### src/rtl/lvtr_pkg.sv
// Shared widths, types and constants for the label-voting trilinear resampler.
// No dependencies.
package lvtr_pkg;

    localparam int FRAC_BITS = 8;
    localparam int FAC_W     = FRAC_BITS + 1;          // f or 2^FB - f
    localparam int PXY_W     = 2 * FAC_W;
    localparam int W_W       = 3 * FRAC_BITS + 1;      // weight, holds the full unit
    localparam int ACC_W     = 3 * FRAC_BITS + 8;      // colour * weight sums
    localparam int NCORN     = 8;
    localparam int NCH       = 3;
    localparam int QBITS     = 8;

    localparam logic [FAC_W-1:0] ONE   = FAC_W'(1) << FRAC_BITS;
    localparam logic [W_W-1:0]   TOTAL = W_W'(1) << (3 * FRAC_BITS);

    localparam logic [7:0] LAB_BG  = 8'd0;
    localparam logic [7:0] LAB_PRF = 8'd1;

    typedef logic [NCORN-1:0][31:0]      t_corners;
    typedef logic [NCORN-1:0][W_W-1:0]   t_weights;
    typedef logic [NCORN-1:0][7:0]       t_labels;
    typedef logic [NCH-1:0][ACC_W-1:0]   t_prod;

    typedef struct packed {
        logic [NCH-1:0][ACC_W-1:0] acc;
        logic [W_W-1:0]            bsum;
        logic [7:0]                lab;
        logic                      bg;
    } t_mrg;

    typedef struct packed {
        logic [NCH-1:0][ACC_W-1:0] rem;
        logic [NCH-1:0][QBITS-1:0] quo;
        logic [W_W-1:0]            den;
        logic [7:0]                lab;
        logic                      bg;
    } t_div;

endpackage

### src/rtl/lvtr_lane.sv
// One corner lane: weight sum of its label and colour-weight products.
// Depends on lvtr_pkg.
module lvtr_lane (
    input  logic                 i_clk,
    input  logic                 i_en,
    input  logic [31:0]          i_corner,
    input  logic [lvtr_pkg::W_W-1:0] i_w,
    input  lvtr_pkg::t_weights   i_ws,
    input  lvtr_pkg::t_labels    i_labs,
    output logic [lvtr_pkg::W_W-1:0] o_sum,
    output logic [7:0]           o_lab,
    output lvtr_pkg::t_prod      o_prod
);
    logic [lvtr_pkg::W_W-1:0] n_sum, r_sum;
    logic [7:0] r_lab;
    lvtr_pkg::t_prod r_prod, n_prod;

    always_comb begin
        n_sum = '0;
        for (int j = 0; j < lvtr_pkg::NCORN; j++) begin
            if (i_labs[j] == i_corner[31:24]) n_sum = n_sum + i_ws[j];
        end
        for (int c = 0; c < lvtr_pkg::NCH; c++) begin
            n_prod[c] = lvtr_pkg::ACC_W'(i_corner[8*c +: 8]) * lvtr_pkg::ACC_W'(i_w);
        end
    end

    always_ff @(posedge i_clk) begin
        if (i_en) begin
            r_sum  <= n_sum;
            r_lab  <= i_corner[31:24];
            r_prod <= n_prod;
        end
    end

    assign o_sum  = r_sum;
    assign o_lab  = r_lab;
    assign o_prod = r_prod;
endmodule

### config.mk
export PLATFORM = sky130hd
export DESIGN_NAME = lvtr_lane
export DESIGN_NICKNAME = d
export VERILOG_FILES = /design/src/rtl/lvtr_pkg.sv /design/src/rtl/lvtr_lane.sv
export SDC_FILE = /design/constraint.sdc
export NUM_CORES = 2
export LEC_CHECK = 0
export ABC_AREA = 1
export BUFFER_PORTS_ARGS = -buffer_cell sky130_fd_sc_hd__buf_2
export CAP_MARGIN = 20
export CORE_MARGIN = 4
export CORE_UTILIZATION = 60
export CTS_BUF_LIST = sky130_fd_sc_hd__clkbuf_16
export DETAILED_ROUTE_END_ITERATION = 10
export GPL_TIMING_DRIVEN = 0
export HOLD_SLACK_MARGIN = 0.02
export PLACE_DENSITY = 0.83
export SETUP_SLACK_MARGIN = 0.4
export SLEW_MARGIN = 20
export SYNTH_ARGS = -nofsm -noshare
export SYNTH_HDL_FRONTEND = slang
export SYNTH_SLANG_ARGS = --single-unit
### constraint.sdc
create_clock -name i_clk -period 13.8 [get_ports i_clk]
set_clock_uncertainty 0.1 [all_clocks]
set_input_delay 1.38 -clock i_clk [delete_from_list [all_inputs] [get_ports i_clk]]
set_output_delay 1.38 -clock i_clk [all_outputs]
set_load 0.03 [all_outputs]
==> results.toml <==
[grt]
grt_overflow = 0
grt_pass1_vias = 31076
globalRouteTotalUtil = 0.343
grt_max_degree = 82
grt_pass1_wl_mm = 161
antenna_found_initial = 24

[placed_design]
hpwl_mm = 86.9
post-place-ws_ns = -0.444
io_buffers = 427
gp_congestion = 1.01
dp_cells = 5761

[worst_setup_path]
crit_arrival_ns = 12.91
cp_slowest_cell = "fa_2"
cp-end-kind = "flop"
start_kind = "input pin"
crit_type = "in2reg"
cp_common_cell = "nand2_1"
cp.required_ns = 13.91
critPathMaxFanout = 10
crit_path_start = "i_corner[25]"
slowest_delay_ns = 0.40

[cts]
cts_sinks = 129
path_clk_slew_ns = 0.07
clock_path_buffers = 2
htree_num_levels = 4
cts_buffers = 17
cts_tree = "yes"
root_buffer = "clkbuf_16"
cts_hold_buf = 0

[finish]
final_cells = 5830
final_common_cell = "nand2_1"
drive_above_1_share = 0.139
nets = 6110
layout_common_cells = "nand2_1, inv_1, buf_2"
area_growth_pct = 13.0

[logic_synthesis]
postSynthCellCount = 4585
avgSynthCellArea_um2 = 7.28
ys_types = 56
synth_ff_type = "edfxtp_1"
synth.cell_area_um2 = 33400
yosysWarnings = 0
synth-async-reset-ratio = 0
synth_edf_count = 129
synth-seq-cells = 129
syn-num-nets = 5655
yosysSeqAreaShare = 0.116

[sta]
max_freq_ghz = 0.0781
tightestPinTransition_ns = 0.944
setup_viol = 0
slew_headroom = 0.354
rsz0062_at_grt = "false"
setup_ws_ns = 1.00
hold_viol_final = 0
layout_min_cycle_time_ns = 12.80
fin_crit_sh = 0.928
report.final.slew_viol_count = 0

[route]
wl_per_cell_um = 17.8
vias = 31965
drt_first_pass_iters = 8
drt-total-wl_mm = 104
drtAntennaViolNets = 0
drc = 0
routed_via_density = 5.48
drt_iter0_drc = 2648

[pwr]
finalPower_mw = 4.80
ir_drop_mv = 0.173
p_per_area_nw_per_um2 = 127
leakagePower_nw = 21.1

[hold_path]
hp-class = "in2reg"
hold_start = "i_corner[31]"
holdPathStages = 1
min_to = "o_lab[7]"

[die]
fp-row-count = 86
die_w_um = 244
die_h_um = 244
dieArea_um2 = 59500
core_area_um2 = 55100
io_pins = 452
start_util = 0.606

[run_status]
status = "completed"

[flow_run]
cap_viol_max_count = 0
-- worst max-delay path, delay by kind of cell --
| kind | cells | cell delay (ns) |
|---|---|---|
| compound gates | 18 | 3.30 |
| fa+ha+maj | 8 | 2.46 |
| buf+inv | 11 | 1.07 |
| xor+xnor | 7 | 1.21 |
| simple gates | 28 | 3.51 |
-- registers in the layout, indices dropped and copies added, names as in the netlist --
signal and flops:
o_lab 8, o_prod 96, o_sum 25
-- cell type report --
class / count / area [um2]
buffer: 164 / 742
sequential: 129 / 3870
multi-input combinational: 3353 / 25800
fill: 4748 / 17400
timing repair buffer: 436 / 2230
antenna: 30 / 75.1
inverter: 939 / 3520
clock inverter: 14 / 164
tap: 748 / 936
clock buffer: 17 / 425
-- how the worst max path moves through the flow --
| stage | to | slack [ns] | cells after the start |
|---|---|---|---|
| floorplan | o_sum[24] | 1.84 | 74 |
| global placement | o_sum[24] | -0.36 | 77 |
| detailed placement | o_sum[24] | -0.44 | 77 |
| CTS | o_sum[24] | 0.40 | 81 |
| finish | o_sum[24] | 1.0 | 72 |
| global route | o_sum[24] | 0.18 | 74 |
-- cells by family after synthesis --
logic type | after synthesis | share of synthesized area
DFF | 129 | 0.116
and+or+nand+nor | 1735 | 0.211
AOI/OAI and AO/OA | 615 | 0.104
buffers and inverters | 1103 | 0.127
xor gates and xnor gates | 253 | 0.0668
muxes | 3 | 0.000937
adders and majority gates | 747 | 0.374
-- cell usage after synthesis (3+ instances only) --
master / number / area (um2)
fa_1: 418 / 8370
inv_1: 923 / 3460
buf_2: 11 / 55.1
buf_4: 19 / 143
xor2_1: 159 / 1390
a31oi_1: 26 / 163
nand3_1: 100 / 500
o21ai_1: 25 / 125
dlygate4sd1_1: 3 / 26.3
inv_2: 14 / 52.6
a2111oi_0: 5 / 43.8
o221ai_1: 10 / 87.6
nand3b_1: 8 / 60.1
a211oi_1: 11 / 82.6
nand2_4: 6 / 67.6
o21bai_1: 20 / 150
o21ai_2: 12 / 105
o21ai_0: 146 / 731
and2_1: 5 / 31.3
a21boi_0: 7 / 52.6
nand2_1: 1339 / 5030
a21boi_1: 8 / 60.1
o21bai_2: 4 / 45.0
a21oi_1: 304 / 1520
nand4_1: 24 / 150
nand2_2: 13 / 81.3
ha_1: 329 / 4120
nor3_1: 25 / 125
o21a_1: 9 / 67.6
or2_2: 36 / 225
nor2_1: 147 / 552
clkbuf_1: 128 / 480
nor4_1: 18 / 113
xnor2_1: 93 / 815
a21o_1: 10 / 75.1
nand3_2: 5 / 50.1
edfxtp_1: 129 / 3870
o31ai_1: 3 / 22.5
nor2_2: 5 / 31.3
o211ai_1: 6 / 45.0
-- through the flow --
step | TNS, ns | hold WS [ns] | cell area, um2 | util
2_1_floorplan | 0 | 1.38 | 33400 | -
3_3_place_gp | -0.358 | 1.47 | 36500 | 0.662
3_5_place_dp | -0.444 | 1.47 | 36500 | 0.662
4_1_cts | 0 | 0.949 | 37100 | 0.673
5_1_grt | 0 | 0.985 | 37700 | 0.684
6_report | 0 | 0.991 | 37700 | 0.685
-- layer usage --
metal | GRT usage | share of wire
met1 | 0.456 | 0.39
met2 | 0.533 | 0.45
met3 | 0.0947 | 0.12
met4 | 0.136 | 0.041
met5 | 0 | 0.00024
-- report_power, final --
group	total, mW	leakage [nW]	switching (mW)	internal (mW)
Clock	0.480	0.278	0.198	0.281
Sequential	0.801	1.25	0.0468	0.754
Combinational	3.52	19.5	2.20	1.32
-- timing repair --
action	4_1_cts	5_1_grt
pin swaps	0	13
setup endpoints to repair	1	6
setup buffers	0	8
resized for setup	8	134
Power figures use the tool's default switching activity.
