**src/rtl/lvtr_pkg.sv**
```systemverilog
// Shared widths, types and constants for the label-voting trilinear resampler.
// No dependencies.
package lvtr_pkg;

    localparam int FRAC_BITS = 8;
    localparam int FAC_W     = FRAC_BITS + 1;          // f or 2^FB - f
    localparam int PXY_W     = 2 * FAC_W;
    localparam int W_W       = 3 * FRAC_BITS + 1;      // weight, holds the full unit
    localparam int ACC_W     = 3 * FRAC_BITS + 8;      // colour * weight sums
    localparam int NCORN     = 8;
    localparam int NCH       = 3;
    localparam int QBITS     = 8;

    localparam logic [FAC_W-1:0] ONE   = FAC_W'(1) << FRAC_BITS;
    localparam logic [W_W-1:0]   TOTAL = W_W'(1) << (3 * FRAC_BITS);

    localparam logic [7:0] LAB_BG  = 8'd0;
    localparam logic [7:0] LAB_PRF = 8'd1;

    typedef logic [NCORN-1:0][31:0]      t_corners;
    typedef logic [NCORN-1:0][W_W-1:0]   t_weights;
    typedef logic [NCORN-1:0][7:0]       t_labels;
    typedef logic [NCH-1:0][ACC_W-1:0]   t_prod;

    typedef struct packed {
        logic [NCH-1:0][ACC_W-1:0] acc;
        logic [W_W-1:0]            bsum;
        logic [7:0]                lab;
        logic                      bg;
    } t_mrg;

    typedef struct packed {
        logic [NCH-1:0][ACC_W-1:0] rem;
        logic [NCH-1:0][QBITS-1:0] quo;
        logic [W_W-1:0]            den;
        logic [7:0]                lab;
        logic                      bg;
    } t_div;

endpackage

```
**src/rtl/lvtr_merge.sv**
```systemverilog
// Merge stage: picks the winning label, flags full background, sums colours.
// Depends on lvtr_pkg.
module lvtr_merge (
    input  logic                                  i_clk,
    input  logic                                  i_en,
    input  lvtr_pkg::t_weights                    i_sums,
    input  lvtr_pkg::t_labels                     i_labs,
    input  lvtr_pkg::t_prod [lvtr_pkg::NCORN-1:0] i_prods,
    output lvtr_pkg::t_mrg                        o_mrg
);
    logic [lvtr_pkg::W_W-1:0] n_bsum, r_bsum;
    logic [7:0] n_best, r_best;
    logic n_bg, r_bg;
    lvtr_pkg::t_labels r_labs;
    lvtr_pkg::t_prod [lvtr_pkg::NCORN-1:0] r_prods;
    lvtr_pkg::t_mrg r_mrg, n_mrg;

    // label 1 wins any tie, otherwise the lowest label
    always_comb begin
        n_bsum = i_sums[0];
        n_best = i_labs[0];
        n_bg   = 1'b0;
        for (int i = 0; i < lvtr_pkg::NCORN; i++) begin
            if (i_labs[i] == lvtr_pkg::LAB_BG && i_sums[i] == lvtr_pkg::TOTAL) n_bg = 1'b1;
            if (i_sums[i] > n_bsum ||
                (i_sums[i] == n_bsum && i_labs[i] != n_best &&
                 (i_labs[i] == lvtr_pkg::LAB_PRF ||
                  (n_best != lvtr_pkg::LAB_PRF && i_labs[i] < n_best)))) begin
                n_bsum = i_sums[i];
                n_best = i_labs[i];
            end
        end
    end

    always_comb begin
        n_mrg.acc  = '0;
        n_mrg.bsum = r_bsum;
        n_mrg.lab  = r_best;
        n_mrg.bg   = r_bg;
        for (int i = 0; i < lvtr_pkg::NCORN; i++) begin
            for (int c = 0; c < lvtr_pkg::NCH; c++) begin
                if (r_labs[i] == r_best) n_mrg.acc[c] = n_mrg.acc[c] + r_prods[i][c];
            end
        end
    end

    always_ff @(posedge i_clk) begin
        if (i_en) begin
            r_bsum  <= n_bsum;
            r_best  <= n_best;
            r_bg    <= n_bg;
            r_labs  <= i_labs;
            r_prods <= i_prods;
            r_mrg   <= n_mrg;
        end
    end

    assign o_mrg = r_mrg;
endmodule

```
**config.mk**
```make
export PLATFORM = sky130hd
export DESIGN_NAME = lvtr_merge
export DESIGN_NICKNAME = d
export VERILOG_FILES = /design/src/rtl/lvtr_pkg.sv /design/src/rtl/lvtr_merge.sv
export SDC_FILE = /design/constraint.sdc
export NUM_CORES = 2
export LEC_CHECK = 0
export BUFFER_PORTS_ARGS = -buffer_cell sky130_fd_sc_hd__buf_2
export CORE_AREA = 5 5 444 446
export DETAILED_ROUTE_END_ITERATION = 10
export DIE_AREA = 0 0 449 451
export PLACE_DENSITY = 0.67
export SKIP_LAST_GASP = 1
export SLEW_MARGIN = 20
export SYNTH_ARGS = -nofsm -noshare
export SYNTH_HDL_FRONTEND = slang
export SYNTH_SLANG_ARGS = --single-unit
```
**constraint.sdc**
```tcl
create_clock -name i_clk -period 27.1 [get_ports i_clk]
set_input_delay 5.42 -clock i_clk [delete_from_list [all_inputs] [get_ports i_clk]]
set_output_delay 5.42 -clock i_clk [all_outputs]
set_load 0.005 [all_outputs]
```
==> impl_metrics.json <==
{
  "status": "finished clean",
  "worstPathMaxFanout": 48,
  "holdWs_ps": 416.9,
  "synth_commonest_cells": "996 x edfxtp_1, 866 x ha_1, 726 x nor2_1, 719 x nand2_1, 707 x a21oi_1",
  "cts_setup_buffers": 0,
  "syn_avg_cell_area_um2": 9.540,
  "internal_power_uw": 4105,
  "dieArea_um2": 202500,
  "ys_seq_elements": 996,
  "setup.worst_path.start": "i_sums[20]",
  "reg2reg_from": "r_best[4]$_DFFE_PP_",
  "place.gp.congestion": 0.9629,
  "final_area_um2": 88160,
  "critPathCaptureType": "flop",
  "yosysMostFrequentCell": "edfxtp_1",
  "cp.required_ps": 27690,
  "maxSlewViolCount": 0,
  "max_cap_viol_count": 0,
  "clock_skew_ps": 30.61,
  "fin_total_pwr_uw": 6586,
  "synth_top_area_share_pct": 40.04,
  "period_minus_slack_ps": 24560,
  "yosys.area.top_type": "edfxtp_1",
  "firstDrtPassIters": 9,
  "worstPathArrival_ps": 25150,
  "slowest_delay_ps": 540,
  "start_util_pct": 38.87,
  "irDropWorstVdd_v": 0.0001233,
  "holdCritStartpoint": "r_bsum[18]$_DFFE_PP_",
  "drt_iter0_markers": 4847,
  "swShare_pct": 37.67,
  "cts.reportedPaths.clkPinSlew_ps": 60,
  "pwr-share-clk_pct": 26.1,
  "max_freq_mhz": 40.71,
  "clock-sinks": 996,
  "grt_pass1_wl_um": 424700,
  "nets": 10920,
  "grt_max_degree": 108,
  "leakagePower_uw": 0.03992,
  "drive_gt1_share_pct": 18.06,
  "crit_slowest_cell": "nor2_4",
  "clkLatencyLatePin_ps": 780,
  "wire_per_inst_um": 25.66,
  "cts_max_level": 3,
  "worstMarginPinSlew_ps": 1158,
  "row_count": 161,
  "crit_type": "input port to flop",
  "antenna_found_initial": 179,
  "route.vias.total": 65030,
  "relSlewSlack_pct": 21.79,
  "p_switching_uw": 2481,
  "hold_class": "flop to flop",
  "ios": 1164,
  "hold_violations": 0,
  "drtAntennaViolNets": 0,
  "placed_area_um2": 83670,
  "synth-main-ff-cell": "edfxtp_1",
  "mappedNetlistArea_um2": 74700,
  "portBuffers": 1163,
  "power.density_nw_per_um2": 74.70,
  "syn_inst": 7830,
  "postLayoutCoreUtil_pct": 45.87,
  "post-route-period-util_pct": 90.64,
  "ys_seq_area_share_pct": 40.04,
  "ys_async_sr_fraction_pct": 0,
  "yosys_warnings": 0,
  "cts_resized": 0,
  "vias_per_cell": 5.526,
  "postCtsHoldBufs": 0,
  "synthToLayoutAreaGrowth_pct": 18.01,
  "grt.total_usage_pct": 28.54,
  "drt_wl_total_um": 302000,
  "syn-num-nets": 9751,
  "cts_tree": "yes",
  "core_area_um2": 192200,
  "cts_buffer_depth": 3,
  "setup-violations-final": 0,
  "synth_edf_count": 996,
  "start_kind": "input port",
  "die_y_um": 451,
  "power_frac_seq_pct": 30.6,
  "crit_path_frequent_cell": "a21oi_1",
  "clockRootBuffer": "clkbuf_16",
  "hpwl_um": 247800,
  "drcViolationCount": 0,
  "rsz0062_at_grt": "no",
  "numCtsBuffers": 119,
  "tns_ps": 0,
  "die_x_um": 449,
  "gr-total-overflow": 0,
  "yosysUniqueCellTypes": 106,
  "combPwrFrac_pct": 43.3,
  "grt_pass1_vias": 64930,
  "yosys-top-cells-area": "edfxtp_1 40%, ha_1 15%, a21oi_1 4.7%"
}
[routing by layer]
layer	track usage, %	part of all wire, %	vias to the layer above
li1	-	-	31020
met1	29.63	35	30790
met2	50.84	50	2423
met3	4.992	5.8	747
met4	22.85	8.7	52
met5	0	0.11	-
[cells in the final DEF, fill, tap and decap left out, types with 95 or more instances in the layout]
cell type,count
a21boi_0,123
a21o_1,98
a21oi_1,707
buf_2,1162
clkbuf_16,120
diode_2,140
edfxtp_1,996
ha_1,866
inv_1,663
mux2_2,108
nand2_1,717
nand3_1,111
nor2_1,724
nor3_1,133
o21a_1,95
o21ai_0,591
o21bai_1,118
xnor2_1,378
xor2_1,171
[per-stage QoR]
stage	setup WS, ps	cells
after global routing	500.2	11740
after floorplan	3463	7830
final	2536	11770
after global placement	1935	11400
after CTS	2557	11630
after detailed placement	1745	11400
[flip-flops by register name (all words and copies together), names as in the netlist]
signal	count
r_bsum	25
r_labs	64
o_mrg	130
r_best	8
r_prods	768
r_bg	1
[logic make-up (layout without fill, tap and decap cells)]
family / count (synthesis) / in the layout / synth area share, %
buf+inv: 877 / 2149 / 4.486
fa+ha+maj: 889 / 889 / 15.10
xor+xnor: 554 / 554 / 6.588
flops: 996 / 996 / 40.04
mux: 184 / 184 / 2.667
simple gates: 2171 / 2171 / 13.18
compound gates: 2159 / 2159 / 17.94
other cells: 0 / 140 / 0
[power by group through the flow]
stage	clock network, uW	registers (uW)	logic (uW)
3_5_place_dp	0	2040	2860
2_1_floorplan	0	2010	1850
3_3_place_gp	0	2040	2810
6_report	1720	2010	2850
5_1_grt	1820	2030	3170
4_1_cts	1760	2010	2870
[worst max-delay path, delay by kind of cell]
family,cells,cell delay (ps)
fa+ha+maj,7,2090
buf+inv,12,2580
compound gates,41,8310
mux,2,790
simple gates,31,5950
[final timing paths]
check	to	slack, ps	cells past startpoint
worst max-delay path	r_best[2]$_DFFE_PP_	2540	93
worst min-delay path	o_mrg[27]$_DFFE_PP_	420	0
worst max register to register	o_mrg[97]$_DFFE_PP_	9510	67
worst min register to register	o_mrg[27]$_DFFE_PP_	420	0
[layout make-up]
| type | instances | area, um^2 |
|---|---|---|
| Fill cell | 18220 | 104000 |
| Multi-Input combinational cell | 5957 | 41500 |
| Sequential cell | 996 | 29910 |
| Timing Repair Buffer | 1259 | 6601 |
| Tap cell | 2526 | 3161 |
| Clock buffer | 128 | 3033 |
| Inverter | 666 | 2500 |
| Clock inverter | 96 | 1102 |
| Antenna cell | 140 | 350.3 |
Power figures use the tool's default switching activity.
