==> src/rtl/lvtr_pkg.sv <==
// Shared widths, types and constants for the label-voting trilinear resampler.
// No dependencies.
package lvtr_pkg;

    localparam int FRAC_BITS = 8;
    localparam int FAC_W     = FRAC_BITS + 1;          // f or 2^FB - f
    localparam int PXY_W     = 2 * FAC_W;
    localparam int W_W       = 3 * FRAC_BITS + 1;      // weight, holds the full unit
    localparam int ACC_W     = 3 * FRAC_BITS + 8;      // colour * weight sums
    localparam int NCORN     = 8;
    localparam int NCH       = 3;
    localparam int QBITS     = 8;

    localparam logic [FAC_W-1:0] ONE   = FAC_W'(1) << FRAC_BITS;
    localparam logic [W_W-1:0]   TOTAL = W_W'(1) << (3 * FRAC_BITS);

    localparam logic [7:0] LAB_BG  = 8'd0;
    localparam logic [7:0] LAB_PRF = 8'd1;

    typedef logic [NCORN-1:0][31:0]      t_corners;
    typedef logic [NCORN-1:0][W_W-1:0]   t_weights;
    typedef logic [NCORN-1:0][7:0]       t_labels;
    typedef logic [NCH-1:0][ACC_W-1:0]   t_prod;

    typedef struct packed {
        logic [NCH-1:0][ACC_W-1:0] acc;
        logic [W_W-1:0]            bsum;
        logic [7:0]                lab;
        logic                      bg;
    } t_mrg;

    typedef struct packed {
        logic [NCH-1:0][ACC_W-1:0] rem;
        logic [NCH-1:0][QBITS-1:0] quo;
        logic [W_W-1:0]            den;
        logic [7:0]                lab;
        logic                      bg;
    } t_div;

endpackage

==> src/rtl/lvtr_weight.sv <==
// Two-stage trilinear weight generator; delays the corners alongside.
// Depends on lvtr_pkg.
module lvtr_weight (
    input  logic                          i_clk,
    input  logic                          i_en,
    input  lvtr_pkg::t_corners            i_corners,
    input  logic [lvtr_pkg::FRAC_BITS-1:0] i_fx,
    input  logic [lvtr_pkg::FRAC_BITS-1:0] i_fy,
    input  logic [lvtr_pkg::FRAC_BITS-1:0] i_fz,
    output lvtr_pkg::t_weights            o_w,
    output lvtr_pkg::t_corners            o_corners
);
    logic [lvtr_pkg::FAC_W-1:0] fx, fy, fz, cx, cy, cz;
    logic [3:0][lvtr_pkg::PXY_W-1:0] r_pxy;
    logic [lvtr_pkg::FAC_W-1:0] r_cz, r_fz;
    lvtr_pkg::t_corners r_c1, r_c2;
    lvtr_pkg::t_weights r_w, n_w;

    assign fx = lvtr_pkg::FAC_W'(i_fx);
    assign fy = lvtr_pkg::FAC_W'(i_fy);
    assign fz = lvtr_pkg::FAC_W'(i_fz);
    assign cx = lvtr_pkg::ONE - fx;
    assign cy = lvtr_pkg::ONE - fy;
    assign cz = lvtr_pkg::ONE - fz;

    always_ff @(posedge i_clk) begin
        if (i_en) begin
            r_pxy[0] <= cx * cy;
            r_pxy[1] <= fx * cy;
            r_pxy[2] <= fx * fy;
            r_pxy[3] <= cx * fy;
            r_cz     <= cz;
            r_fz     <= fz;
            r_c1     <= i_corners;
            r_c2     <= r_c1;
            r_w      <= n_w;
        end
    end

    // product taken at full weight width; the unit weight needs 25 bits
    always_comb begin
        for (int i = 0; i < lvtr_pkg::NCORN; i++) begin
            n_w[i] = lvtr_pkg::W_W'(r_pxy[i % 4]) *
                     lvtr_pkg::W_W'((i < 4) ? r_cz : r_fz);
        end
    end

    assign o_w       = r_w;
    assign o_corners = r_c2;
endmodule

==> config.mk <==
export PLATFORM = sky130hd
export DESIGN_NAME = lvtr_weight
export DESIGN_NICKNAME = d
export VERILOG_FILES = /design/src/rtl/lvtr_pkg.sv /design/src/rtl/lvtr_weight.sv
export SDC_FILE = /design/constraint.sdc
export NUM_CORES = 2
export LEC_CHECK = 0
export BUFFER_PORTS_ARGS = -buffer_cell sky130_fd_sc_hd__buf_2
export CAP_MARGIN = 30
export CORE_ASPECT_RATIO = 0.8
export CORE_MARGIN = 1
export CORE_UTILIZATION = 60
export CTS_CLUSTER_SIZE = 24
export DETAILED_ROUTE_END_ITERATION = 16
export PLACE_DENSITY = 0.89
export SKIP_LAST_GASP = 1
export SLEW_MARGIN = 20
export SYNTH_ARGS = -nofsm -noshare
export SYNTH_HDL_FRONTEND = slang
export SYNTH_SLANG_ARGS = --single-unit
==> constraint.sdc <==
create_clock -name i_clk -period 6.25 [get_ports i_clk]
set_input_delay 0.625 -clock i_clk [delete_from_list [all_inputs] [get_ports i_clk]]
set_output_delay 0.625 -clock i_clk [all_outputs]
set_load 0.005 [all_outputs]
==> metrics list <==
* Synth Register Bits: 786
- Initial standard-cell utilization of the core: 0.606
* Result of the run: complete, but fails checks
- For this run the aggregate overflow at the end of global routing stands at 0.
- A synthesized cell averages 11.2 µm².
- STA puts the critical path data required time at 6.70 ns.
* Crit end category: flop
- For this run, the total global-route usage over all layers was measured as 0.316.
- TritonCTS built the clock tree.
* Root buf cell: sky130_fd_sc_hd__clkbuf_16
- Vias per Instance: 5.63
* Maximum number of buffers from clock root to sink: 3
* Depth of the CTS H-tree: 3
- Count of standard-cell rows: 110
* Max-Slew Margin vs Limit: 0.272
- In this run the tool buffered the top-level ports with 737 buffer cells.
- CTS saw 786 sinks.
- For this run, the number of Yosys warnings is 0.
- Measured slew at the worst slew-check pin: 1.09 ns
- The final layout contains routed wiring with a total length of 179 mm.
- At the worst endpoint, the arrival time is 6.25 ns.
- Among all flip-flop cells after synthesis, the most frequent one is sky130_fd_sc_hd__edfxtp_1.
- First drt pass iteration count: 5
* Max-Cap Viols: 0
- In the post-synthesis netlist, the cell with the most instances is sky130_fd_sc_hd__inv_1.
- Worst clock skew: 0.0507 ns
* Fmax: 172 MHz
- First-iteration detailed-routing DRC count: 4867
- The share of the Yosys chip area taken by registers is 0.346.
- Synth top cells by count: sky130_fd_sc_hd__inv_1 (1156), sky130_fd_sc_hd__fa_1 (950), sky130_fd_sc_hd__edfxtp_1 (786), sky130_fd_sc_hd__and2_1 (717), sky130_fd_sc_hd__nand2_1 (632)
* Clock transition at the registers of the reported paths: 0.07 ns
- Top-level port count: 738
* Worst-Skew Late Latency: 0.70 ns
* Setup Crit Path Kind: reg -> reg
- Violations in the final reports: antenna violations
* Area of the die: 0.115 mm²
- Across all layers, the routed design uses 47200 vias.
- The share of synthesized area in the top cell type comes to 0.346.
* Antenna violations before repair: 26
- Summed over all nets, the half-perimeter wirelength after detailed placement is 139 mm.
* Number of clock buffers inserted by TritonCTS: 80
- Along the worst path, the maximum fanout reaches 22.
- Fill cells in the final layout number 7851.
* Number of global-route vias before repair: 49000
* Worst hold-check path type: in -> reg
- At the end of routability-driven placement, the weighted congestion stood at 0.977.
* Setup fix buffers added after clock tree synthesis: 0
- Final TNS setup: 0 ns
* Final max-slew violation count: 0
- Final worst path period share: 0.929
- Routed Antenna Nets: 1
- Area taken by multi-input logic gates: 0.0394 mm²
- The floorplan step set the die width to 379 µm.
- Unrepaired setup endpoints after global routing: no
* Synth Net Count: 7826
- FFs w/ async S/R, synth: 0
- EDFF count, synth: 786
- In the final layout, flip-flops and latches occupy 0.0236 mm².
- From synthesis to final layout, the design area changed by 12.3%.
* Wire length per cell after detailed routing: 21.4 µm
- DRC violations left: 0
* Layout cells sized above 1: 0.144
* Largest cells by area after synthesis: sky130_fd_sc_hd__edfxtp_1 (35%), sky130_fd_sc_hd__fa_1 (28%), sky130_fd_sc_hd__ha_1 (9.3%)
- Buffers inserted to repair hold after CTS numbered 0.
- Setup violations remaining at the end of the flow were counted as 0.
- Die outline height: 304 µm
* Final-stage net count: 8527
* Post-route minimum period: 5.80 ns
- Post-synth cell types: 73
- The worst setup path is launched from a flop.
* Resize count post-CTS: 0
- Floorplan Core Area: 0.113 mm²
* Final Hold Vio Count: 0
* Gate count of the mapped netlist: 6088
- Wire length of the first global-routing pass: 277 mm
* Maximum number of pins on one net before global-route repair: 179
- Cell type contributing the most total cell area after synthesis: sky130_fd_sc_hd__edfxtp_1
- Total standard cell area after synthesis: 0.0683 mm²
==> per-stage QoR <==
step | instance area, µm² | hold WS [ns] | instances | utilization | setup WS [ns]
after floorplan | 68300 | 0.400 | 6088 | - | 0.412
after global placement | 74000 | 0.400 | 8218 | 0.656 | 0.288
after detailed placement | 74000 | 0.405 | 8218 | 0.656 | 0.194
after CTS | 76600 | 0.0445 | 8363 | 0.680 | 0.512
after global routing | 76700 | 0.0542 | 8373 | 0.680 | 0.323
final | 76700 | 0.0940 | 8383 | 0.680 | 0.447
==> sequential cells by signal (all words and copies together) (netlist names) <==
signal and count:
r_fz 7, r_cz 9, o_w 193, o_corners 256, r_pxy 65, r_c1 256
==> worst max-delay path, stage by stage, from the launching register on <==
cell and delay [ns]:
sky130_fd_sc_hd__edfxtp_1 1.07, sky130_fd_sc_hd__buf_4 0.41, sky130_fd_sc_hd__and2_1 0.21, sky130_fd_sc_hd__fa_1 0.44, sky130_fd_sc_hd__fa_1 0.57, sky130_fd_sc_hd__fa_1 0.43, sky130_fd_sc_hd__ha_1 0.37, sky130_fd_sc_hd__a21o_1 0.23
sky130_fd_sc_hd__a211o_1 0.27, sky130_fd_sc_hd__o21ai_1 0.51, sky130_fd_sc_hd__a311oi_1 0.25, sky130_fd_sc_hd__buf_4 0.22, sky130_fd_sc_hd__a31oi_1 0.27, sky130_fd_sc_hd__xnor2_1 0.27
==> kinds of logic (layout without fill, tap and decap cells) <==
group / count (synthesis) / in the layout / share of synthesized area
AOI/OAI and AO/OA: 506 / 506 / 0.0488
xor gates and xnor gates: 219 / 219 / 0.0281
adders and majority gates: 1456 / 1456 / 0.371
buffers and inverters: 1391 / 2155 / 0.0768
DFF: 786 / 786 / 0.346
muxes: 10 / 10 / 0.00147
other: 0 / 19 / 0
and+or+nand+nor: 1720 / 1720 / 0.128
==> worst paths after layout <==
check                                          from                  endpoint  slack, ns  depth (start not counted)
worst min register to register  r_c1[160]$_DFFE_PP_  o_corners[160]$_DFFE_PP_       0.39                          0
worst max register to register    r_fz[1]$_DFFE_PP_        o_w[148]$_DFFE_PP_       0.45                         13
worst max-delay path              r_fz[1]$_DFFE_PP_        o_w[148]$_DFFE_PP_       0.45                         13
worst min-delay path                 i_corners[157]       r_c1[157]$_DFFE_PP_       0.09                          1
==> routing by layer <==
layer / wire length [µm] / global-route usage / up-vias
met1: 67800 / 0.408 / 23600
met4: 10300 / 0.166 / 12
met2: 82000 / 0.490 / 2444
li1: - / - / 20700
met3: 19000 / 0.0859 / 459
met5: 97 / 0 / -
==> cell type report <==
class,count,share of cell area
Antenna cell,19,0.000620
Clock buffer,91,0.0269
Clock inverter,54,0.00799
Inverter,1158,0.0567
Multi-Input combinational cell,3911,0.514
Sequential cell,786,0.308
Tap cell,1512,0.0247
Timing Repair Buffer,852,0.0612
==> layout by cell type (no fill, tap or decap), drive strengths merged, types with 6 or more instances in the layout <==
master / instances
nand2b: 24
nor2b: 21
o211ai: 14
a21oi: 149
a221oi: 7
nor3b: 8
o21a: 34
inv: 1166
o31a: 6
or2: 6
o21ai: 85
ha: 506
bufinv: 7
a21boi: 9
a41oi: 6
o31ai: 12
a2111oi: 7
xor2: 59
nand2: 632
fa: 950
edfxtp: 786
a211oi: 21
nand4: 14
and2: 717
or3: 11
o21bai: 19
clkbuf: 91
buf: 852
nand3: 32
diode: 19
nor2: 159
clkinv: 34
nor4: 9
nor3: 50
xnor2: 160
a31oi: 18
a21o: 70
and3: 22
mux2i: 10
Power is not shown: default switching activity piles up to over one toggle a cycle in this logic, so the estimate is an artifact.
