<file path="src/rtl/lvtr_pkg.sv">
// Shared widths, types and constants for the label-voting trilinear resampler.
// No dependencies.
package lvtr_pkg;

    localparam int FRAC_BITS = 8;
    localparam int FAC_W     = FRAC_BITS + 1;          // f or 2^FB - f
    localparam int PXY_W     = 2 * FAC_W;
    localparam int W_W       = 3 * FRAC_BITS + 1;      // weight, holds the full unit
    localparam int ACC_W     = 3 * FRAC_BITS + 8;      // colour * weight sums
    localparam int NCORN     = 8;
    localparam int NCH       = 3;
    localparam int QBITS     = 8;

    localparam logic [FAC_W-1:0] ONE   = FAC_W'(1) << FRAC_BITS;
    localparam logic [W_W-1:0]   TOTAL = W_W'(1) << (3 * FRAC_BITS);

    localparam logic [7:0] LAB_BG  = 8'd0;
    localparam logic [7:0] LAB_PRF = 8'd1;

    typedef logic [NCORN-1:0][31:0]      t_corners;
    typedef logic [NCORN-1:0][W_W-1:0]   t_weights;
    typedef logic [NCORN-1:0][7:0]       t_labels;
    typedef logic [NCH-1:0][ACC_W-1:0]   t_prod;

    typedef struct packed {
        logic [NCH-1:0][ACC_W-1:0] acc;
        logic [W_W-1:0]            bsum;
        logic [7:0]                lab;
        logic                      bg;
    } t_mrg;

    typedef struct packed {
        logic [NCH-1:0][ACC_W-1:0] rem;
        logic [NCH-1:0][QBITS-1:0] quo;
        logic [W_W-1:0]            den;
        logic [7:0]                lab;
        logic                      bg;
    } t_div;

endpackage

</file>
<file path="src/rtl/lvtr_div_stage.sv">
// One restoring-division step for all three colour channels.
// Depends on lvtr_pkg.
module lvtr_div_stage (
    input  logic                         i_clk,
    input  logic                         i_en,
    input  lvtr_pkg::t_div               i_d,
    input  logic [lvtr_pkg::ACC_W-1:0]   i_dsh,
    output lvtr_pkg::t_div               o_d
);
    lvtr_pkg::t_div r_d, n_d;

    always_comb begin
        n_d = i_d;
        for (int c = 0; c < lvtr_pkg::NCH; c++) begin
            if (i_d.rem[c] >= i_dsh) begin
                n_d.rem[c] = i_d.rem[c] - i_dsh;
                n_d.quo[c] = {i_d.quo[c][lvtr_pkg::QBITS-2:0], 1'b1};
            end else begin
                n_d.quo[c] = {i_d.quo[c][lvtr_pkg::QBITS-2:0], 1'b0};
            end
        end
    end

    always_ff @(posedge i_clk) begin
        if (i_en) r_d <= n_d;
    end

    assign o_d = r_d;
endmodule

</file>
<file path="config.mk">
export PLATFORM = sky130hd
export DESIGN_NAME = lvtr_div_stage
export DESIGN_NICKNAME = d
export VERILOG_FILES = /design/src/rtl/lvtr_pkg.sv /design/src/rtl/lvtr_div_stage.sv
export SDC_FILE = /design/constraint.sdc
export NUM_CORES = 1
export LEC_CHECK = 0
export BUFFER_PORTS_ARGS = -buffer_cell sky130_fd_sc_hd__buf_2
export CAP_MARGIN = 0
export CORE_UTILIZATION = 35
export DETAILED_ROUTE_END_ITERATION = 8
export PLACE_DENSITY = 0.61
export SYNTH_ARGS = -nofsm -noshare
export SYNTH_HDL_FRONTEND = slang
export SYNTH_SLANG_ARGS = --single-unit
</file>
<file path="constraint.sdc">
create_clock -name i_clk -period 4.03 [get_ports i_clk]
set_input_delay 0.2015 -clock i_clk [delete_from_list [all_inputs] [get_ports i_clk]]
set_output_delay 0.2015 -clock i_clk [all_outputs]
set_load 0.01 [all_outputs]
</file>
==> flow_summary.yaml, run 1 <==
timing:
  slew_violations: 0
  relSlewSlack: 0.331
  final_hold_viol_count: 0
  fin_crit_sh: 0.770
  fin_setup_tns_ns: 0
  min_period_ns: 3.10
  setup_viol: 0
  rsz0062_at_grt: "false"
  clock.fmax_mhz: 322
  worstMarginPinSlew_ns: 1.00
synth:
  avgSynthCellArea_um2: 10.3
  ys_ff_latch: 154
  synth_area_leader_cell: "edfxtp_1"
  synth_cell_types: 73
  synth_edf_count: 154
  ys_seq_area_frac: 0.401
  synth_flop_cell: "edfxtp_1"
  yosys.cell_count.top_type: "edfxtp_1"
  yosysTopAreaCellShare: 0.401
  syn-num-nets: 1404
  synthTopCellsByCount: "edfxtp_1, ha_1, a21oi_1, nand2_1, o21ai_0"
  ys_async_sr_fraction: 0
  synthTopCellsByArea: "edfxtp_1, ha_1, a21oi_1"
  syn-instance-count: 1117
  syn_area_um2: 11500
  yosysWarnings: 0
critical_path:
  start_kind: "primary input"
  crit_arrival_ns: 3.29
  crit_fanout: 25
  required_ns: 4.22
  crit_type: "primary input to flip-flop"
  critPathCaptureType: "flip-flop"
worst_hold_path:
  hold_end: "o_d[99]$_DFFE_PP_"
  worstHoldPathCells: 3
  min_path_type: "primary input to flip-flop"
  hp-start: "i_d[99]"
die:
  die_h_um: 184
  num_io_pins: 342
  rows: 66
  die-area_um2: 33700
  start_util: 0.356
  core_um2: 32500
  die_w_um: 184
placed_design:
  hpwl_mm: 29.7
  port_buffers: 338
  place_area_um2: 13700
  gp_congestion: 0.954
drt:
  highest_layer: "met5"
  dr_total_vias: 10300
  wl_per_cell_um: 19.2
  routed-wl-met2_mm: 19.0
  wl_met1_mm: 15.7
  via_per_inst: 5.27
  drt_iter0_markers: 689
  routed_wirelength_mm: 37.5
  routed-wl-met3_mm: 1.97
  drt-pass1-iter-count: 7
  final_antenna_net_count: 0
  drc_errors: 0
pwr:
  p_leak_uw: 0.00666
  p_per_area_nw_per_um2: 369
  ir_worst_vdd_mv: 0.294
global_route:
  grt_pass1_vias: 9902
  antenna_found_initial: 4
  grt_usage: 0.218
  overflow: 0
  grt_pass1_wl_mm: 54.7
  grt_start_max_net_pins: 104
run_status:
  outcome: "finished, final reports clean"
final_layout:
  syn_to_final_growth_pct: 28.8
  final_util: 0.458
  final_area_um2: 14900
  nFillCells: 3073
  layout.nets: 1785
  largest_reg_flops: 154
  drive_above_1_share: 0.304
cts:
  clk_pin_slew_ns: 0.07
  clockBufferDepth: 2
  clockRootBuffer: "clkbuf_16"
  htree_levels: 4
  cts_tree: "yes"
  clkSinkCount: 154
  cts_buffers: 17
  post_cts_resized: 0
flow_run:
  drv_cap: 0
[through the flow]
stage / setup WS, ns / instances / power (µW) / hold WS, ns
5_1_grt: 0.778 / 1954 / 5780 / 0.0543
6_report: 0.928 / 1956 / 5490 / 0.0582
2_1_floorplan: 1.04 / 1117 / 3210 / 0.300
3_5_place_dp: 0.475 / 1866 / 3830 / 0.380
4_1_cts: 0.947 / 1953 / 5540 / 0.0213
3_3_place_gp: 0.514 / 1866 / 3820 / 0.378
[layout make-up]
| cell class | count | area, µm² | area share |
|---|---|---|---|
| Clock buffer | 17 | 425 | 0.0286 |
| Clock inverter | 15 | 163 | 0.0109 |
| Inverter | 57 | 214 | 0.0144 |
| Multi-Input combinational cell | 865 | 6520 | 0.438 |
| Antenna cell | 3 | 7.51 | 0.000505 |
| Tap cell | 442 | 553 | 0.0372 |
| Timing Repair Buffer | 403 | 2360 | 0.159 |
| Sequential cell | 154 | 4620 | 0.311 |
[cells by family (layout without fill, tap and decap cells)]
logic type	after synthesis	after routing	synth area share
other cells	0	3	0
xor+xnor	71	71	0.0539
fa+ha+maj	99	99	0.109
simple gates	277	277	0.122
compound gates	351	351	0.207
buf+inv	98	492	0.0345
flops	154	154	0.401
mux	67	67	0.0729
[worst max-delay path by stage]
stage / start / to / slack [ns] / cells past startpoint
2_1_floorplan: i_d[58] / o_d[61]$_DFFE_PP_ / 1.04 / 13
3_3_place_gp: i_dsh[0] / o_d[86]$_DFFE_PP_ / 0.51 / 13
3_5_place_dp: i_dsh[0] / o_d[88]$_DFFE_PP_ / 0.47 / 13
4_1_cts: i_dsh[0] / o_d[88]$_DFFE_PP_ / 0.95 / 13
5_1_grt: i_dsh[0] / o_d[88]$_DFFE_PP_ / 0.78 / 13
6_report: i_dsh[0] / o_d[88]$_DFFE_PP_ / 0.93 / 13
[repair_timing]
item                                   in CTS  in global routing
hold buffers                               55                  0
endpoints found under the hold margin      55                  0
buffers inserted                            0                  0
[cells in the final DEF, fill, tap and decap left out, drive strengths merged, types with 5 or more instances in the layout]
cell | Yosys | final
a211o | 6 | 6
a211oi | 9 | 9
a21boi | 5 | 5
a21o | 53 | 53
a21oi | 84 | 84
a221oi | 5 | 5
a311oi | 9 | 9
a31oi | 7 | 7
and2 | 7 | 7
and3 | 19 | 19
buf | 10 | 348
clkbuf | 31 | 17
dlygate4sd3 | 0 | 55
edfxtp | 154 | 154
ha | 96 | 96
inv | 57 | 64
mux2 | 58 | 58
mux2i | 9 | 9
nand2 | 80 | 80
nand2b | 13 | 13
nand3 | 25 | 25
nand4 | 15 | 15
nor2 | 43 | 43
nor2b | 17 | 17
nor3 | 22 | 22
nor3b | 6 | 6
o2111ai | 5 | 5
o211ai | 9 | 9
o21a | 16 | 16
o21ai | 78 | 78
o21bai | 10 | 10
o31a | 6 | 6
o31ai | 6 | 6
or2 | 6 | 6
or3 | 7 | 7
xnor2 | 44 | 44
xor2 | 27 | 27
[layer usage]
metal  vias to the layer above  global-route usage
met1                      4885               0.254
met2                       318               0.395
met3                        45              0.0378
met5                         -                   0
met4                         2              0.0823
li1                       5053                   -
[report_power, final]
| group | total (µW) | leakage [µW] | switching, µW | internal, µW |
|---|---|---|---|---|
| Sequential | 2070 | 0.00151 | 59.3 | 2010 |
| Clock | 1640 | 0.000287 | 716 | 925 |
| Combinational | 1780 | 0.00486 | 984 | 798 |
| Total | 5490 | 0.00666 | 1760 | 3730 |
[worst max-delay path, cell delays in order]
cell and delay, ns:
buf_2 0.14, ha_1 0.22, fa_1 0.42, nor2b_1 0.16, o31a_1 0.19, o41a_1 0.25
a221oi_4 0.11, o31a_4 0.38, a211oi_2 0.31, a21oi_4 0.11, inv_2 0.21, buf_12 0.25
mux2_4 0.32
(Power assumes the default switching activity.)
==> run 2, diff against run 1 <==
Settings changed: PLACE_DENSITY 0.61 to 0.63.
Clock period 4.03 ns to 2.6 ns, I/O delays scaled along.
==> run 2 against run 1 <==
The run now ends with negative setup slack left. Design area is 22% higher. Hold slack worse by 0.031 ns. Non-clock buffer count is 374 higher. Combinational power is 100% higher. Critical path depth stayed put. Cell count is 19% higher. Critical path type unchanged. Largest cell class unchanged. Highest routed layer unchanged.
==> flow_summary.yaml, run 2 (synthesis results as in run 1) <==
pwr:
  p_leak_uw: 0.00853
  intPower_uw: 6380
  p_sw_uw: 2900
  clockPowerShare: 0.264
  p_per_area_nw_per_um2: 513
  pwr-share-comb: 0.390
  power.share.sequential: 0.346
  switching_share: 0.313
  ir_worst_vdd_mv: 0.493
final_layout:
  stdcell_count: 2328
  largest_reg_flops: 154
  syn_to_final_growth_pct: 57.0
  layout.nets: 2159
  final_area_um2: 18100
  final_util: 0.558
  layout_commonest_cell: "buf_4"
  drive_above_1_share: 0.440
  nFillCells: 2919
  seq_area_um2: 4620
  mostFrequentLayoutCells: "buf_4, buf_2, edfxtp_1"
  multi_input_area_um2: 6720
critical_path:
  start_kind: "primary input"
  required_ns: 2.79
  crit_fanout: 7
  critPathCaptureType: "flip-flop"
  crit_arrival_ns: 2.79
  crit_type: "primary input to flip-flop"
placed_design:
  dp.cells: 2188
  hpwl_mm: 33.2
  place_area_um2: 16200
  gp_congestion: 0.960
  port_buffers: 338
die:
  die-area_um2: 33700
  num_io_pins: 342
  start_util: 0.356
  core_um2: 32500
  die_h_um: 184
  rows: 66
  die_w_um: 184
drt:
  via_per_inst: 5.07
  drt_iter0_markers: 657
  routed_wirelength_mm: 42.1
  dr_total_vias: 11800
  wl_per_cell_um: 18.1
  drc_errors: 0
  drt-pass1-iter-count: 5
  final_antenna_net_count: 0
flow_run:
  drv_cap: 0
cts:
  clockBufferDepth: 2
  htree_levels: 4
  cts_buffers: 17
  clockRootBuffer: "clkbuf_16"
  clk_pin_slew_ns: 0.06
  clkSinkCount: 154
  cts_tree: "yes"
worst_hold_path:
  min_path_type: "primary input to flip-flop"
  worstHoldPathCells: 2
  hp-start: "i_d[81]"
  hold_end: "o_d[81]$_DFFE_PP_"
timing:
  whs_ns: 0.0273
  setup_viol: 1
  clock.fmax_mhz: 384
  final_hold_viol_count: 0
  min_period_ns: 2.60
  worstMarginPinSlew_ns: 0.689
  relSlewSlack: 0.541
  setup_ws_ns: -0.00101
  rsz0062_at_grt: "true"
  fin_crit_sh: 1.00
  fin_setup_tns_ns: -0.00101
  slew_violations: 0
run_status:
  outcome: "finished, violations left"
  failed_checks: "negative setup slack"
global_route:
  overflow: 0
  grt_usage: 0.240
  grt_start_max_net_pins: 71
  antenna_found_initial: 4
  grt_pass1_wl_mm: 61.3
  grt_pass1_vias: 11600
## run 2: changes by cell type in the layout (fill, tap and decap cells not counted), sizes merged
cell / before / now
clkinv: 4 / 8
buf: 348 / 683
dlygate4sd3: 55 / 89
inv: 64 / 57
clkbuf: 17 / 23
## run 2: final cells by class
class                   count  share of cell area
flip-flops and latches    154               0.255
well taps                 442              0.0305
repair buffers            777               0.299
inverters                  57              0.0129
diodes                      3            0.000414
clock buffers              18              0.0237
multi-input cells         865               0.371
clock inverters            12             0.00698
## run 2: worst max path at each step
| stage | start | to | slack [ns] | cells after the start |
|---|---|---|---|---|
| after detailed placement | i_d[58] | o_d[82]$_DFFE_PP_ | -0.52 | 14 |
| after global placement | i_d[58] | o_d[84]$_DFFE_PP_ | -0.50 | 13 |
| after floorplan | i_d[58] | o_d[61]$_DFFE_PP_ | -0.18 | 13 |
| after global routing | i_dsh[2] | o_d[70]$_DFFE_PP_ | -0.07 | 13 |
| after CTS | i_d[58] | o_d[84]$_DFFE_PP_ | 0.01 | 13 |
| final | i_dsh[2] | o_d[70]$_DFFE_PP_ | -0.001 | 13 |
## run 2: routing by layer
metal	global-route usage	routed length [µm]	share of wire
met1	0.286	17800	0.42
met2	0.435	21300	0.50
met4	0.0870	1120	0.027
met3	0.0349	1910	0.045
met5	0	31	0.00074
## run 2: power by group through the flow
stage | clock (µW) | combinational, µW | sequential (µW)
6_report | 2450 | 3620 | 3210
5_1_grt | 2580 | 3920 | 3240
4_1_cts | 2510 | 3460 | 3220
3_5_place_dp | 0 | 3340 | 3270
3_3_place_gp | 0 | 3300 | 3270
2_1_floorplan | 0 | 1620 | 3400
## run 2: timing repair
item	in CTS	in global routing
pin swaps	2	13
gates cloned	0	5
endpoints found under the hold margin	89	0
resized for setup	0	49
setup buffers	1	13
hold buffers	89	0
setup endpoints to repair	27	76
## run 2: critical path, stage by stage
cell       delay [ns]
buf_2            0.11
inv_4            0.08
ha_4             0.20
nor2b_2          0.15
o31a_1           0.26
o41a_1           0.43
a221oi_4         0.31
o31a_4           0.19
a211oi_4         0.07
a21oi_4          0.20
clkinv_4         0.16
clkbuf_16        0.20
mux2_4           0.29
## run 2: metrics by stage
step | total power (µW) | setup WS (ns)
5_1_grt | 9740 | -0.0706
3_5_place_dp | 6610 | -0.520
3_3_place_gp | 6570 | -0.496
2_1_floorplan | 5020 | -0.177
4_1_cts | 9190 | 0.0111
6_report | 9280 | -0.00101
==> run 3, diff against run 2 <==
Settings changed: PLACE_DENSITY 0.63 to 0.61.
Clock period 2.6 ns to 3.2 ns, I/O delays scaled along.
==> run 3 against run 2 <==
Flip-flop and latch count is the same. Count of clock-buffer cells in the layout unchanged. Sequential share of layout area is 4.4 points higher. Combinational power shrank 34%. Clock power shrank 13%. The run now ends clean. Largest power group is now registers. Routed wire length down 9.5%. Die area unchanged. Non-clock buffer count is 307 lower. Critical path type unchanged.
==> flow_summary.yaml, run 3 (synthesis results as in run 1) <==
run_status:
  outcome: "finished, final reports clean"
critical_path:
  crit_type: "primary input to flip-flop"
  crit_slowest_cell: "fa_1"
  crit_chain: "buf_2 > ha_1 > fa_1 > nor2b_1 > o31a_1 > o41a_1 > a221oi_4 > o31a_4 > a211oi_2 > a21oi_4 > inv_2 > buf_12 > mux2_2"
  critPathTopFamily: "compound AO/OA/AOI/OAI gates"
  required_ns: 3.39
  critPathMaxStageDelay_ns: 0.39
  worstSetupPathDepth: 13
  start_kind: "primary input"
  critPathCaptureType: "flip-flop"
  crit_arrival_ns: 3.03
  crit_fanout: 15
  critPathBufInv: 3
pwr:
  ir_worst_vdd_mv: 0.375
  p_leak_uw: 0.00700
  p_per_area_nw_per_um2: 461
die:
  die_h_um: 184
  start_util: 0.356
  rows: 66
  num_io_pins: 342
  die_w_um: 184
  die-area_um2: 33700
  core_um2: 32500
placed_design:
  place_area_um2: 14300
  port_buffers: 338
  dp.cells: 1933
  dp_slack_ns: -0.0594
  gp_congestion: 0.932
  hpwl_mm: 30.5
drt:
  dr_total_vias: 10600
  drt_iter0_markers: 561
  drc_errors: 0
  final_antenna_net_count: 0
  routed_wirelength_mm: 38.1
  via_per_inst: 5.22
  drt-pass1-iter-count: 5
  wl_per_cell_um: 18.8
flow_run:
  drv_cap: 0
cts:
  post_cts_resized: 0
  clockRootBuffer: "clkbuf_16"
  cts_tree: "yes"
  cts_buffers: 17
  clk_pin_slew_ns: 0.08
  htree_levels: 4
  postCtsSetupBuffers: 0
  holdBufCountCts: 55
  clkSinkCount: 154
  clockBufferDepth: 2
timing:
  final_hold_viol_count: 0
  rsz0062_at_grt: "false"
  min_period_ns: 2.85
  whs_ns: 0.0185
  fin_crit_sh: 0.890
  setup_viol: 0
  relSlewSlack: 0.521
  slew_violations: 0
  clock.fmax_mhz: 351
  setup_ws_ns: 0.352
  worstMarginPinSlew_ns: 0.718
final_layout:
  largest_reg_flops: 154
  final_area_um2: 15400
  layout.nets: 1852
  nFillCells: 3034
  multi_input_area_um2: 6520
  final_util: 0.475
  layout_commonest_cell: "buf_2"
  mostFrequentLayoutCells: "buf_2, edfxtp_1, ha_1"
  seq_area_um2: 4620
  stdcell_count: 2022
  syn_to_final_growth_pct: 33.7
  drive_above_1_share: 0.333
global_route:
  overflow: 0
  grt_start_max_net_pins: 74
  grt_pass1_vias: 10500
  grt_usage: 0.222
  antenna_found_initial: 3
  grt_pass1_wl_mm: 56.6
worst_hold_path:
  worstHoldPathCells: 3
  min_path_type: "primary input to flip-flop"
[run 3: final timing paths]
path  startpoint                end  slack [ns]
max     i_dsh[0]  o_d[60]$_DFFE_PP_        0.35
min      i_d[93]  o_d[93]$_DFFE_PP_        0.02
[run 3: tightest hold or removal path, delay by kind of cell]
| kind | cells | cell delay [ns] |
|---|---|---|
| buffers and inverters | 1 | 0.10 |
| AO/OA/AOI/OAI | 1 | 0.06 |
| AND/OR/NAND/NOR | 1 | 0.05 |
[run 3: layout make-up]
type / instances / share of cell area
clock inverter: 14 / 0.0118
antenna: 2 / 0.000324
clock buffer: 18 / 0.0278
tap: 442 / 0.0359
multi-input combinational: 865 / 0.422
inverter: 57 / 0.0139
timing repair buffer: 470 / 0.188
sequential: 154 / 0.300
[run 3: layer usage]
metal  track usage  up-vias  wire length (µm)
met3        0.0390       64              1980
met2         0.392      344             18600
li1              -     5174                 -
met4        0.0857        2              1160
met1         0.265     4975             16300
met5             0        -                13
[run 3: through the flow]
stage	TNS, ns	total power (µW)
after floorplan	0	4040
after global placement	-0.0129	4950
after detailed placement	-0.825	4960
after CTS	0	7170
after global routing	0	7490
final	0	7110
[run 3: report_power, final]
| group | total, µW | leakage (µW) | switching [µW] | internal [µW] |
|---|---|---|---|---|
| clock | 2130 | 0.000294 | 949 | 1180 |
| sequential | 2600 | 0.00151 | 77.0 | 2520 |
| combinational | 2380 | 0.00520 | 1270 | 1110 |
| total | 7110 | 0.00700 | 2290 | 4820 |
